## config.mk

```make
export PLATFORM = sky130hd
export DESIGN_NAME = integer_radix_formatter
export DESIGN_NICKNAME = d
export VERILOG_FILES = /design/src/rtl/irf_pkg.sv /design/src/rtl/irf_serializer.sv /design/src/rtl/integer_radix_formatter.sv
export SDC_FILE = /design/constraint.sdc
export NUM_CORES = 1
export LEC_CHECK = 0
export BUFFER_PORTS_ARGS = -buffer_cell sky130_fd_sc_hd__buf_2
export CAP_MARGIN = 40
export CORE_MARGIN = 5
export CORE_UTILIZATION = 45
export DETAILED_ROUTE_END_ITERATION = 10
export GPL_ROUTABILITY_DRIVEN = 0
export GPL_TIMING_DRIVEN = 0
export PLACE_DENSITY = 0.59
export SKIP_LAST_GASP = 1
export SLEW_MARGIN = 20
export SYNTH_ARGS = -nofsm -noshare
export SYNTH_HDL_FRONTEND = slang
export SYNTH_SLANG_ARGS = --single-unit
```

## constraint.sdc

```tcl
create_clock -name clk -period 12.85 [get_ports clk]
set_input_delay 2.57 -clock clk [delete_from_list [all_inputs] [get_ports clk]]
set_output_delay 2.57 -clock clk [all_outputs]
set_load 0.1 [all_outputs]
```

## src/rtl/irf_pkg.sv

```systemverilog
package irf_pkg;

	parameter int WORD_BITS_DEF = 32;

	typedef enum logic [1:0] {
		CMD_UDEC = 2'd0,
		CMD_SDEC = 2'd1,
		CMD_OCT  = 2'd2,
		CMD_HEX  = 2'd3
	} cmd_e;

	typedef struct packed {
		cmd_e cmd;
		logic neg;
	} hdr_t;

	typedef enum logic [2:0] {
		ST_IDLE,
		ST_PRE0,
		ST_PRE1,
		ST_DIGIT,
		ST_SUFFIX
	} state_t;

	localparam logic [7:0] CH_ZERO  = 8'h30;
	localparam logic [7:0] CH_X     = 8'h78;
	localparam logic [7:0] CH_MINUS = 8'h2D;
	localparam logic [7:0] CH_SPACE = 8'h20;

	localparam logic [7:0] DIGIT_CHARS [16] = '{
		8'h30, 8'h31, 8'h32, 8'h33, 8'h34, 8'h35, 8'h36, 8'h37,
		8'h38, 8'h39, 8'h41, 8'h42, 8'h43, 8'h44, 8'h45, 8'h46
	};

	function automatic logic [7:0] digit_char(input logic [3:0] d);
		return DIGIT_CHARS[d];
	endfunction

endpackage

```

## src/rtl/irf_serializer.sv

```systemverilog
module irf_serializer #(
	parameter int NDIG = 11
) (
	input  logic                       clk,
	input  logic                       arst_n,
	input  logic                       ld_valid,
	output logic                       ld_ready,
	input  irf_pkg::hdr_t              hdr,
	input  logic [$clog2(NDIG)-1:0]    top_idx,
	input  logic [3:0]                 digits [NDIG],
	output logic [7:0]                 character,
	output logic                       last,
	output logic                       strobe
);

	localparam int IDXW = $clog2(NDIG);

	irf_pkg::state_t state_q, state_nx, start_st;
	irf_pkg::hdr_t   hdr_q;
	logic [IDXW-1:0] didx_q;
	logic [3:0]      dig_q [NDIG];
	logic            free;
	logic            load;

	assign free     = (state_q == irf_pkg::ST_IDLE) || last;
	assign ld_ready = free;
	assign load     = ld_valid && free;

	always_comb begin
		unique case (hdr.cmd) inside
			irf_pkg::CMD_UDEC: start_st = irf_pkg::ST_DIGIT;
			irf_pkg::CMD_SDEC: start_st = hdr.neg ? irf_pkg::ST_PRE0 : irf_pkg::ST_DIGIT;
			irf_pkg::CMD_OCT, irf_pkg::CMD_HEX: start_st = irf_pkg::ST_PRE0;
			default: start_st = irf_pkg::ST_DIGIT;
		endcase
	end

	// Next state.
	always_comb begin
		state_nx = state_q;
		if (free) begin
			state_nx = ld_valid ? start_st : irf_pkg::ST_IDLE;
		end else begin
			unique case (state_q)
				irf_pkg::ST_PRE0: state_nx = (hdr_q.cmd == irf_pkg::CMD_HEX) ?
					irf_pkg::ST_PRE1 : irf_pkg::ST_DIGIT;
				irf_pkg::ST_PRE1: state_nx = irf_pkg::ST_DIGIT;
				// Only unsigned decimal gets here with the index at zero.
				irf_pkg::ST_DIGIT: state_nx = (didx_q == '0) ?
					irf_pkg::ST_SUFFIX : irf_pkg::ST_DIGIT;
				default: state_nx = irf_pkg::ST_IDLE;
			endcase
		end
	end

	// Outputs.
	always_comb begin
		strobe    = 1'b1;
		character = '0;
		last      = 1'b0;
		unique case (state_q)
			irf_pkg::ST_IDLE: strobe = 1'b0;
			irf_pkg::ST_PRE0: character = hdr_q.neg ? irf_pkg::CH_MINUS : irf_pkg::CH_ZERO;
			irf_pkg::ST_PRE1: character = irf_pkg::CH_X;
			irf_pkg::ST_DIGIT: begin
				character = irf_pkg::digit_char(dig_q[didx_q]);
				last      = (didx_q == '0) && (hdr_q.cmd != irf_pkg::CMD_UDEC);
			end
			irf_pkg::ST_SUFFIX: begin
				character = irf_pkg::CH_SPACE;
				last      = 1'b1;
			end
			default: strobe = 1'b0;
		endcase
	end

	always_ff @(posedge clk or negedge arst_n) begin
		if (!arst_n) begin
			state_q <= irf_pkg::ST_IDLE;
		end else begin
			state_q <= state_nx;
		end
	end

	always_ff @(posedge clk) begin
		if (load) begin
			hdr_q  <= hdr;
			didx_q <= top_idx;
			dig_q  <= digits;
		end else if (state_q == irf_pkg::ST_DIGIT && didx_q != '0) begin
			didx_q <= didx_q - 1'b1;
		end
	end

endmodule

```

## src/rtl/integer_radix_formatter.sv

```systemverilog
// After start is taken, the value passes the entry stage, the double-dabble stages, the
// selection register and the serializer state before the first character is on the ports;
// the rest follow one per cycle with no gaps. Throughput: one value per text, 1 to 12
// characters at 32 bits, set by the one-character-per-cycle output; the conversion pipeline
// is four bits per stage. Reset clears all valid bits and the output state; busy is high
// while all stages are full and the serializer is busy. Results cannot be held off by the receiver.
module integer_radix_formatter #(
	parameter int WORD_BITS = irf_pkg::WORD_BITS_DEF
) (
	input  logic                 clk,
	input  logic                 arst_n,
	input  logic                 start,
	output logic                 busy,
	input  logic [1:0]           command,
	input  logic [WORD_BITS-1:0] value,
	output logic [7:0]           character,
	output logic                 last,
	output logic                 strobe
);

	localparam int NDIG = (WORD_BITS + 2) / 3;
	localparam int IDXW = $clog2(NDIG);
	localparam int NST  = (WORD_BITS + 3) / 4;
	localparam int PADW = 4 * NST;
	localparam int DIGW = 4 * NDIG;

	// Index 0 is the entry stage; index j holds the BCD after 4*j bits.
	logic                 vld_s [NST+1];
	irf_pkg::hdr_t        hdr_s [NST+1];
	logic [WORD_BITS-1:0] mag_s [NST+1];
	logic [PADW-1:0]      bin_s [NST+1];
	logic [DIGW-1:0]      bcd_s [NST+1];
	logic [PADW-1:0]      bin_nx [NST];
	logic [DIGW-1:0]      bcd_nx [NST];
	logic                 rdy [NST+2];

	logic                 fvld_s;
	irf_pkg::hdr_t        fhdr_s;
	logic [IDXW-1:0]      fidx_s;
	logic [3:0]           fdig_s [NDIG];

	logic [3:0]           sel_dig [NDIG];
	logic [IDXW-1:0]      sel_idx;
	logic                 ser_ready;
	logic                 accept;
	logic                 neg_in;

	assign busy   = !rdy[0];
	assign accept = start && rdy[0];
	assign neg_in = (irf_pkg::cmd_e'(command) == irf_pkg::CMD_SDEC) && value[WORD_BITS-1];

	assign rdy[NST+1] = !fvld_s || ser_ready;

	genvar j;
	generate
		for (j = 0; j <= NST; j++) begin : g_rdy
			assign rdy[j] = !vld_s[j] || rdy[j+1];
		end
	endgenerate

	// Entry stage: take the magnitude of a negative signed value.
	always_ff @(posedge clk or negedge arst_n) begin
		if (!arst_n) begin
			vld_s[0] <= 1'b0;
		end else if (rdy[0]) begin
			vld_s[0] <= start;
		end
	end

	// The padding bits sit above the word so that they shift in first as zeros.
	always_ff @(posedge clk) begin
		if (accept) begin
			hdr_s[0].cmd <= irf_pkg::cmd_e'(command);
			hdr_s[0].neg <= neg_in;
			mag_s[0]     <= neg_in ? -value : value;
			bin_s[0]     <= PADW'(neg_in ? -value : value);
			bcd_s[0]     <= '0;
		end
	end

	// Double-dabble stages, four bits each.
	generate
		for (j = 0; j < NST; j++) begin : g_dab
			always_comb begin : dab
				logic [DIGW-1:0] b;
				logic [PADW-1:0] r;
				b = bcd_s[j];
				r = bin_s[j];
				for (int t = 0; t < 4; t++) begin
					for (int d = 0; d < NDIG; d++) begin
						if (b[4*d +: 4] >= 4'd5) begin
							b[4*d +: 4] = b[4*d +: 4] + 4'd3;
						end
					end
					b = {b[DIGW-2:0], r[PADW-1]};
					r = {r[PADW-2:0], 1'b0};
				end
				bcd_nx[j] = b;
				bin_nx[j] = r;
			end

			always_ff @(posedge clk or negedge arst_n) begin
				if (!arst_n) begin
					vld_s[j+1] <= 1'b0;
				end else if (rdy[j+1]) begin
					vld_s[j+1] <= vld_s[j];
				end
			end

			always_ff @(posedge clk) begin
				if (rdy[j+1] && vld_s[j]) begin
					hdr_s[j+1] <= hdr_s[j];
					mag_s[j+1] <= mag_s[j];
					bin_s[j+1] <= bin_nx[j];
					bcd_s[j+1] <= bcd_nx[j];
				end
			end
		end
	endgenerate

	// Digit selection for the chosen radix and the index of the leading digit.
	always_comb begin : sel
		logic [DIGW-1:0] mpad;
		mpad    = DIGW'(mag_s[NST]);
		sel_idx = '0;
		for (int i = 0; i < NDIG; i++) begin
			case (hdr_s[NST].cmd)
				irf_pkg::CMD_OCT: sel_dig[i] = {1'b0, mpad[3*i +: 3]};
				irf_pkg::CMD_HEX: sel_dig[i] = mpad[4*i +: 4];
				default:          sel_dig[i] = bcd_s[NST][4*i +: 4];
			endcase
			if (sel_dig[i] != 4'd0) begin
				sel_idx = IDXW'(i);
			end
		end
	end

	always_ff @(posedge clk or negedge arst_n) begin
		if (!arst_n) begin
			fvld_s <= 1'b0;
		end else if (rdy[NST+1]) begin
			fvld_s <= vld_s[NST];
		end
	end

	always_ff @(posedge clk) begin
		if (rdy[NST+1] && vld_s[NST]) begin
			fhdr_s <= hdr_s[NST];
			fidx_s <= sel_idx;
			fdig_s <= sel_dig;
		end
	end

	irf_serializer #(
		.NDIG(NDIG)
	) u_ser (
		.clk      (clk),
		.arst_n   (arst_n),
		.ld_valid (fvld_s),
		.ld_ready (ser_ready),
		.hdr      (fhdr_s),
		.top_idx  (fidx_s),
		.digits   (fdig_s),
		.character(character),
		.last     (last),
		.strobe   (strobe)
	);

	// The pipeline can only back up behind a text that is being sent.
	a_busy_sending: assert property (@(posedge clk) disable iff (!arst_n)
		busy |-> strobe)
		else $error("busy without an active text");

	// A text never ends on its prefix.
	a_last_not_prefix: assert property (@(posedge clk) disable iff (!arst_n)
		(strobe && last) |-> (character != irf_pkg::CH_MINUS && character != irf_pkg::CH_X))
		else $error("text ended on a prefix character");

	// Characters of one text come in consecutive cycles.
	a_no_gap: assert property (@(posedge clk) disable iff (!arst_n)
		(strobe && !last) |=> strobe)
		else $error("gap inside a text");

endmodule

```

==> results of run 1 <==
[stage by stage]
stage | setup slack (ns) | hold slack [ns] | utilization (%)
detailed placement | 6.09 | 0.405 | 47.8
CTS | 5.38 | 0.404 | 50.5
global route | 5.10 | 0.410 | 50.5
finish | 5.47 | 0.401 | 50.5
floorplan | 6.41 | 0.400 | -
global placement | 4.26 | 0.401 | 47.4
[critical path, stage by stage, from the launching register on]
cell,delay (ns)
edfxtp_1,0.34
clkbuf_1,0.44
buf_2,0.38
inv_1,0.11
ha_1,0.20
nor3b_1,0.20
a31oi_1,0.32
nand2_1,0.13
nor2_1,0.60
and4_1,0.50
and3_1,0.33
nand3_1,0.15
inv_1,0.07
buf_2,0.41
[cell usage in the layout (no fill, tap or decap), drive strengths merged, types with 12 or more instances in the layout]
cell      n
nor2    275
inv     212
clkbuf  174
o211ai   27
xor2     44
nor4     16
o32ai    16
nor2b    35
a21oi   350
o22ai    48
o32a     13
a221oi   16
xnor2   154
nand3    57
o221ai   16
or3      21
and2     24
a211oi   29
buf      74
o21a     44
edfxtp  592
o31ai    21
o21bai   18
nand2b   78
a21o     34
ha      147
dfrtp    13
a31oi    86
o21ai   297
mux2i   114
nor3b    48
clkinv   25
or2      25
nand2   242
a22o     35
nor3     60
o31a     12
mux2     74
o22a     12
a21boi   22
[worst max-delay path by stage]
stage,to,slack (ns),depth (start not counted)
finish,busy,5.47,13
global placement,bcd_s[0][146],4.26,10
detailed placement,busy,6.09,13
global route,busy,5.10,13
floorplan,character[3],6.41,10
CTS,busy,5.38,13
[metal layers]
layer | vias up | share of wire [%]
met1 | 12500 | 48
li1 | 13800 | -
met4 | 0 | 2.4
met3 | 110 | 4.4
met5 | - | 0
met2 | 494 | 46
[kinds of logic (layout without fill, tap and decap cells)]
| group | count (synthesis) | count (layout) | share of synthesized area (%) |
|---|---|---|---|
| compound gates | 1194 | 1194 | 20.8 |
| simple gates | 920 | 920 | 11.9 |
| flops | 605 | 605 | 48.3 |
| buf+inv | 312 | 495 | 3.17 |
| xor+xnor | 198 | 198 | 5.11 |
| mux | 196 | 196 | 5.81 |
| fa+ha+maj | 149 | 149 | 4.96 |
| other cells | 1 | 2 | 0.0100 |
[Yosys cell counts (all sizes together), types with 44 or more instances]
library cell	n	share of area, %
edfxtp	592	47
a21oi	350	5.1
o21ai	297	4.0
nor2	275	2.8
nand2	242	2.4
inv	206	2.1
xnor2	154	4.1
ha	147	4.9
mux2i	114	3.1
clkbuf	92	0.92
a31oi	86	1.6
nand2b	78	1.3
mux2	74	2.2
nor3	60	0.80
nand3	57	0.76
nor3b	48	0.97
o22ai	48	0.82
o21a	44	0.88
xor2	44	1.0
[final cells by class]
cell class                      instances  area share (%)
Timing Repair Buffer                   61            1.32
Buffer                                106           0.995
Inverter                              206            1.86
Clock inverter                         41            1.10
Clock buffer                           81            4.20
Sequential cell                       605            43.5
Antenna cell                            1         0.00601
Tap cell                             1070            3.22
Multi-Input combinational cell       2658            43.8
[registers in the layout (all words and copies together) (netlist names)]
| register | count |
|---|---|
| mag_s | 285 |
| bcd_s | 182 |
| fdig_s | 42 |
| u_ser.dig_q | 42 |
| hdr_s | 27 |
| vld_s | 9 |
| fidx_s | 4 |
| u_ser.didx_q | 4 |
| fhdr_s | 3 |
| u_ser.hdr_q | 3 |
| u_ser.state_q | 3 |
| fvld_s | 1 |
==> impl_metrics.ini, run 1 <==
[cells_and_area]
fillers = 7307
area_delta_synth_final_pct = 11.0
final_cell_area_mm2 = 0.0416
regArea_mm2 = 0.0181
fin_nets = 3890
instances_no_fill = 4829
layout-drive-gt1-share_pct = 10.4
multiInputGateArea_mm2 = 0.0182

[grt]
grt_util_met3_pct = 2.25
grt_pass1_wl_mm = 117
top_usage_layer = met2
grtUsageTotal_pct = 15.2
grt_max_degree = 54
grtUsageMet1_pct = 21.2
grt_antenna_before_repair = 2
grt_pass1_vias = 24400
grt_use_met2_pct = 24.8
grt_remaining_overflow = 0

[run]
drv_cap = 0

[floorplanning]
initial_core_util_pct = 45.5
num_rows = 105
ios = 48
die-area_mm2 = 0.0892
fp.coreArea_mm2 = 0.0824
die_w_um = 299
fp.dieH_um = 299

[synth]
synth_ff_type = edfxtp_1
syn_nets = 3759
ys_seq_area_share_pct = 48.3
syn_inst = 3575
syn_area_per_cell_um2 = 10.5
async_flop_share_pct = 2.15
synthesis.area_mm2 = 0.0375
yosysWarnings = 0
yosysUniqueCellTypes = 105
synth_edf_count = 592
ys_seq_elements = 605

[timing]
rsz0062_at_grt = no
clock_skew_ns = 0.0348
slew_headroom_pct = 46.4
setup-tns-final_ns = 0
period_needed_ns = 7.38
final.period_utilization_pct = 57.4
clock.fmax_mhz = 136
final_hold_viol_count = 0
tightestPinTransition_ns = 0.798
setup_viol = 0
slew_violations = 0

[placement]
hpwlAfterDp_mm = 51.3
place.port_buffers = 46
dp.cells = 4705
dpl_cell_area_mm2 = 0.0394

[worst_setup_path]
worstPathRequired_ns = 10.28
crit_arrival_ns = 4.81
r2r_slack_ns = 8.07
r2r-start = mag_s[0][60]
reg2reg_depth = 22
worstReg2RegEnd = bcd_s[0][93]
end_kind = primary output
cp-start-kind = flop
crit_start = u_ser.didx_q[0]
path_class = reg2out
crit_fanout = 10

[clock_network]
cts_max_path_buffers = 3
cts_buffers = 68
cts.clk_slew.worst_paths_ns = 0.06
numClockSinks = 605
cts_tree = yes
htreeDepth = 3
cts_resized = 0
hold_buffers = 0
root_buffer = clkbuf_16
post-cts-setup-buffers = 0
worstSkewPairLatency_ns = 0.61

[worst_hold_path]
min_path_type = reg2reg
min_path_cells = 0
min_to = mag_s[0][278]
hp-start = mag_s[0][246]

[detailed_routing]
drc = 0
wl_per_cell_um = 14.5
postRouteAntennaNets = 0
viasPerCell = 5.56
drt-total-wl_mm = 69.8
dr.first_iter.drc_count = 1824
dr.pass1.iters = 6
vias = 26900

[outcome]
status = finished clean
Power of run 1 is left out: the tool's default activity adds up to more than one toggle a clock period on the data nets, which glitch-free logic cannot reach.
==> inputs of run 2 (changes only) <==
PLACE_DENSITY = 0.61   (was 0.59)
clock period = 6.4 ns   (was 12.85 ns; I/O delays follow)
==> impl_metrics.ini, run 2 (synthesized netlist as in run 1, its figures left out) <==
[outcome]
status = finished clean

[detailed_routing]
viasPerCell = 5.58
dr.pass1.iters = 6
postRouteAntennaNets = 0
wl_per_cell_um = 14.5
drc = 0
drt-total-wl_mm = 70.0
vias = 26900
dr.first_iter.drc_count = 1948

[timing]
setup-tns-final_ns = 0
final.period_utilization_pct = 91.6
final_hold_viol_count = 0
clock.fmax_mhz = 171
tightestPinTransition_ns = 0.804
slew_headroom_pct = 46.0
rsz0062_at_grt = no
layout_setup_ws_ns = 0.537
period_needed_ns = 5.86
setup_viol = 0
clock_skew_ns = 0.0468
slew_violations = 0
hold_slack_ns = 0.402

[placement]
dp.cells = 4705
hpwlAfterDp_mm = 51.5
place.port_buffers = 46
pre_cts_slack_ns = 0.935

[floorplanning]
initial_core_util_pct = 45.5
num_rows = 105
fp.coreArea_mm2 = 0.0824
ios = 48
die-area_mm2 = 0.0892
fp.dieH_um = 299
die_w_um = 299

[worst_setup_path]
reg2reg_depth = 22
slowest_delay_ns = 0.45
r2r_slack_ns = 1.59
worstPathRequired_ns = 5.12
critPathSlowestCell = and4_1
end_kind = primary output
path_cells = clkbuf_1, buf_2, inv_1, ha_1, nor3b_1, a31oi_1, nand2_1, nor2_2, and4_1, and3_1, nand3_1, inv_1, buf_2
r2r-start = mag_s[0][60]
cp-start-kind = flop
path_class = reg2out
crit_fanout = 10
worstReg2RegEnd = bcd_s[0][93]
crit_arrival_ns = 4.58

[grt]
grt_max_degree = 59
grt_antenna_before_repair = 0
grtUsageTotal_pct = 15.2
grt_remaining_overflow = 0
grt_pass1_wl_mm = 117
grt_pass1_vias = 24300

[cells_and_area]
largest-register = mag_s
area_delta_synth_final_pct = 11.3
final_cell_mix = edfxtp_1, a21oi_1, nor2_1
instances_no_fill = 4825
final_common_cell = edfxtp_1
multiInputGateArea_mm2 = 0.0182
top_regs = mag_s: 285 flops, bcd_s: 182 flops
antenna_cells = 0
layout-drive-gt1-share_pct = 10.5
largest_register_ffs = 285
regArea_mm2 = 0.0181
fin_nets = 3889
fillers = 7346

[worst_hold_path]
min_to = u_ser.dig_q[18]
hp-start = fdig_s[18]
min_path_type = reg2reg
min_path_cells = 0

[clock_network]
htreeDepth = 3
root_buffer = clkbuf_16
hold_buffers = 0
cts.clk_slew.worst_paths_ns = 0.06
cts_max_path_buffers = 3
numClockSinks = 605
cts_tree = yes
cts_buffers = 68
worstSkewPairLatency_ns = 0.63

[run]
drv_cap = 0
## run 2: cell types whose count changed in the layout (fill, tap and decap cells not counted), sizes merged
cell	change
inv	-5
clkinv	+3
bufinv	-2
clkbuf	+1
diode	-1
## run 2: worst max path at each step
stage                     from             to  slack, ns  depth (start not counted)
2_1_floorplan  u_ser.didx_q[0]  bcd_s[0][133]       0.28                         10
3_5_place_dp   u_ser.didx_q[0]           busy       0.93                         13
6_report       u_ser.didx_q[0]           busy       0.54                         13
4_1_cts        u_ser.didx_q[0]           busy       0.26                         13
3_3_place_gp   u_ser.didx_q[0]  bcd_s[0][146]      -2.07                         10
5_1_grt        u_ser.didx_q[0]           busy       0.12                         13
## run 2: what timing repair did
action | CTS | global route
setup endpoints to repair | 0 | 1
resized for setup | 0 | 1
buffers inserted | 0 | 0
## run 2: final cells by class
| cell class | count | area share [%] |
|---|---|---|
| multi-input cells | 2658 | 43.7 |
| repair buffers | 60 | 1.33 |
| flip-flops and latches | 605 | 43.4 |
| well taps | 1070 | 3.21 |
| clock buffers | 83 | 4.31 |
| inverters | 206 | 1.85 |
| plain buffers | 106 | 0.992 |
| clock inverters | 37 | 1.21 |
## run 2: worst max-delay path, delay by kind of cell, from the launching register on
kind	cells	cell delay [ns]
simple gates	6	1.70
buf+inv	5	1.40
flops	1	0.34
compound gates	1	0.30
fa+ha+maj	1	0.21
## run 2: routing by layer
layer  share of wire, %  track usage (%)  vias to the layer above  routed length, µm
met1                 48             21.4                    12500              33600
met4                2.0             3.71                        0               1370
met3                4.4             2.39                      101               3050
li1                   -                -                    13800                  -
met5                  0                0                        -                  0
met2                 46             24.9                      514              32000
## run 2: stage by stage
stage	area, µm²	utilization, %
after floorplan	37500	-
after global placement	39100	47.4
after detailed placement	39400	47.9
after CTS	41700	50.7
after global routing	41700	50.7
final	41700	50.7
Power of run 2 is left out for the same reason.
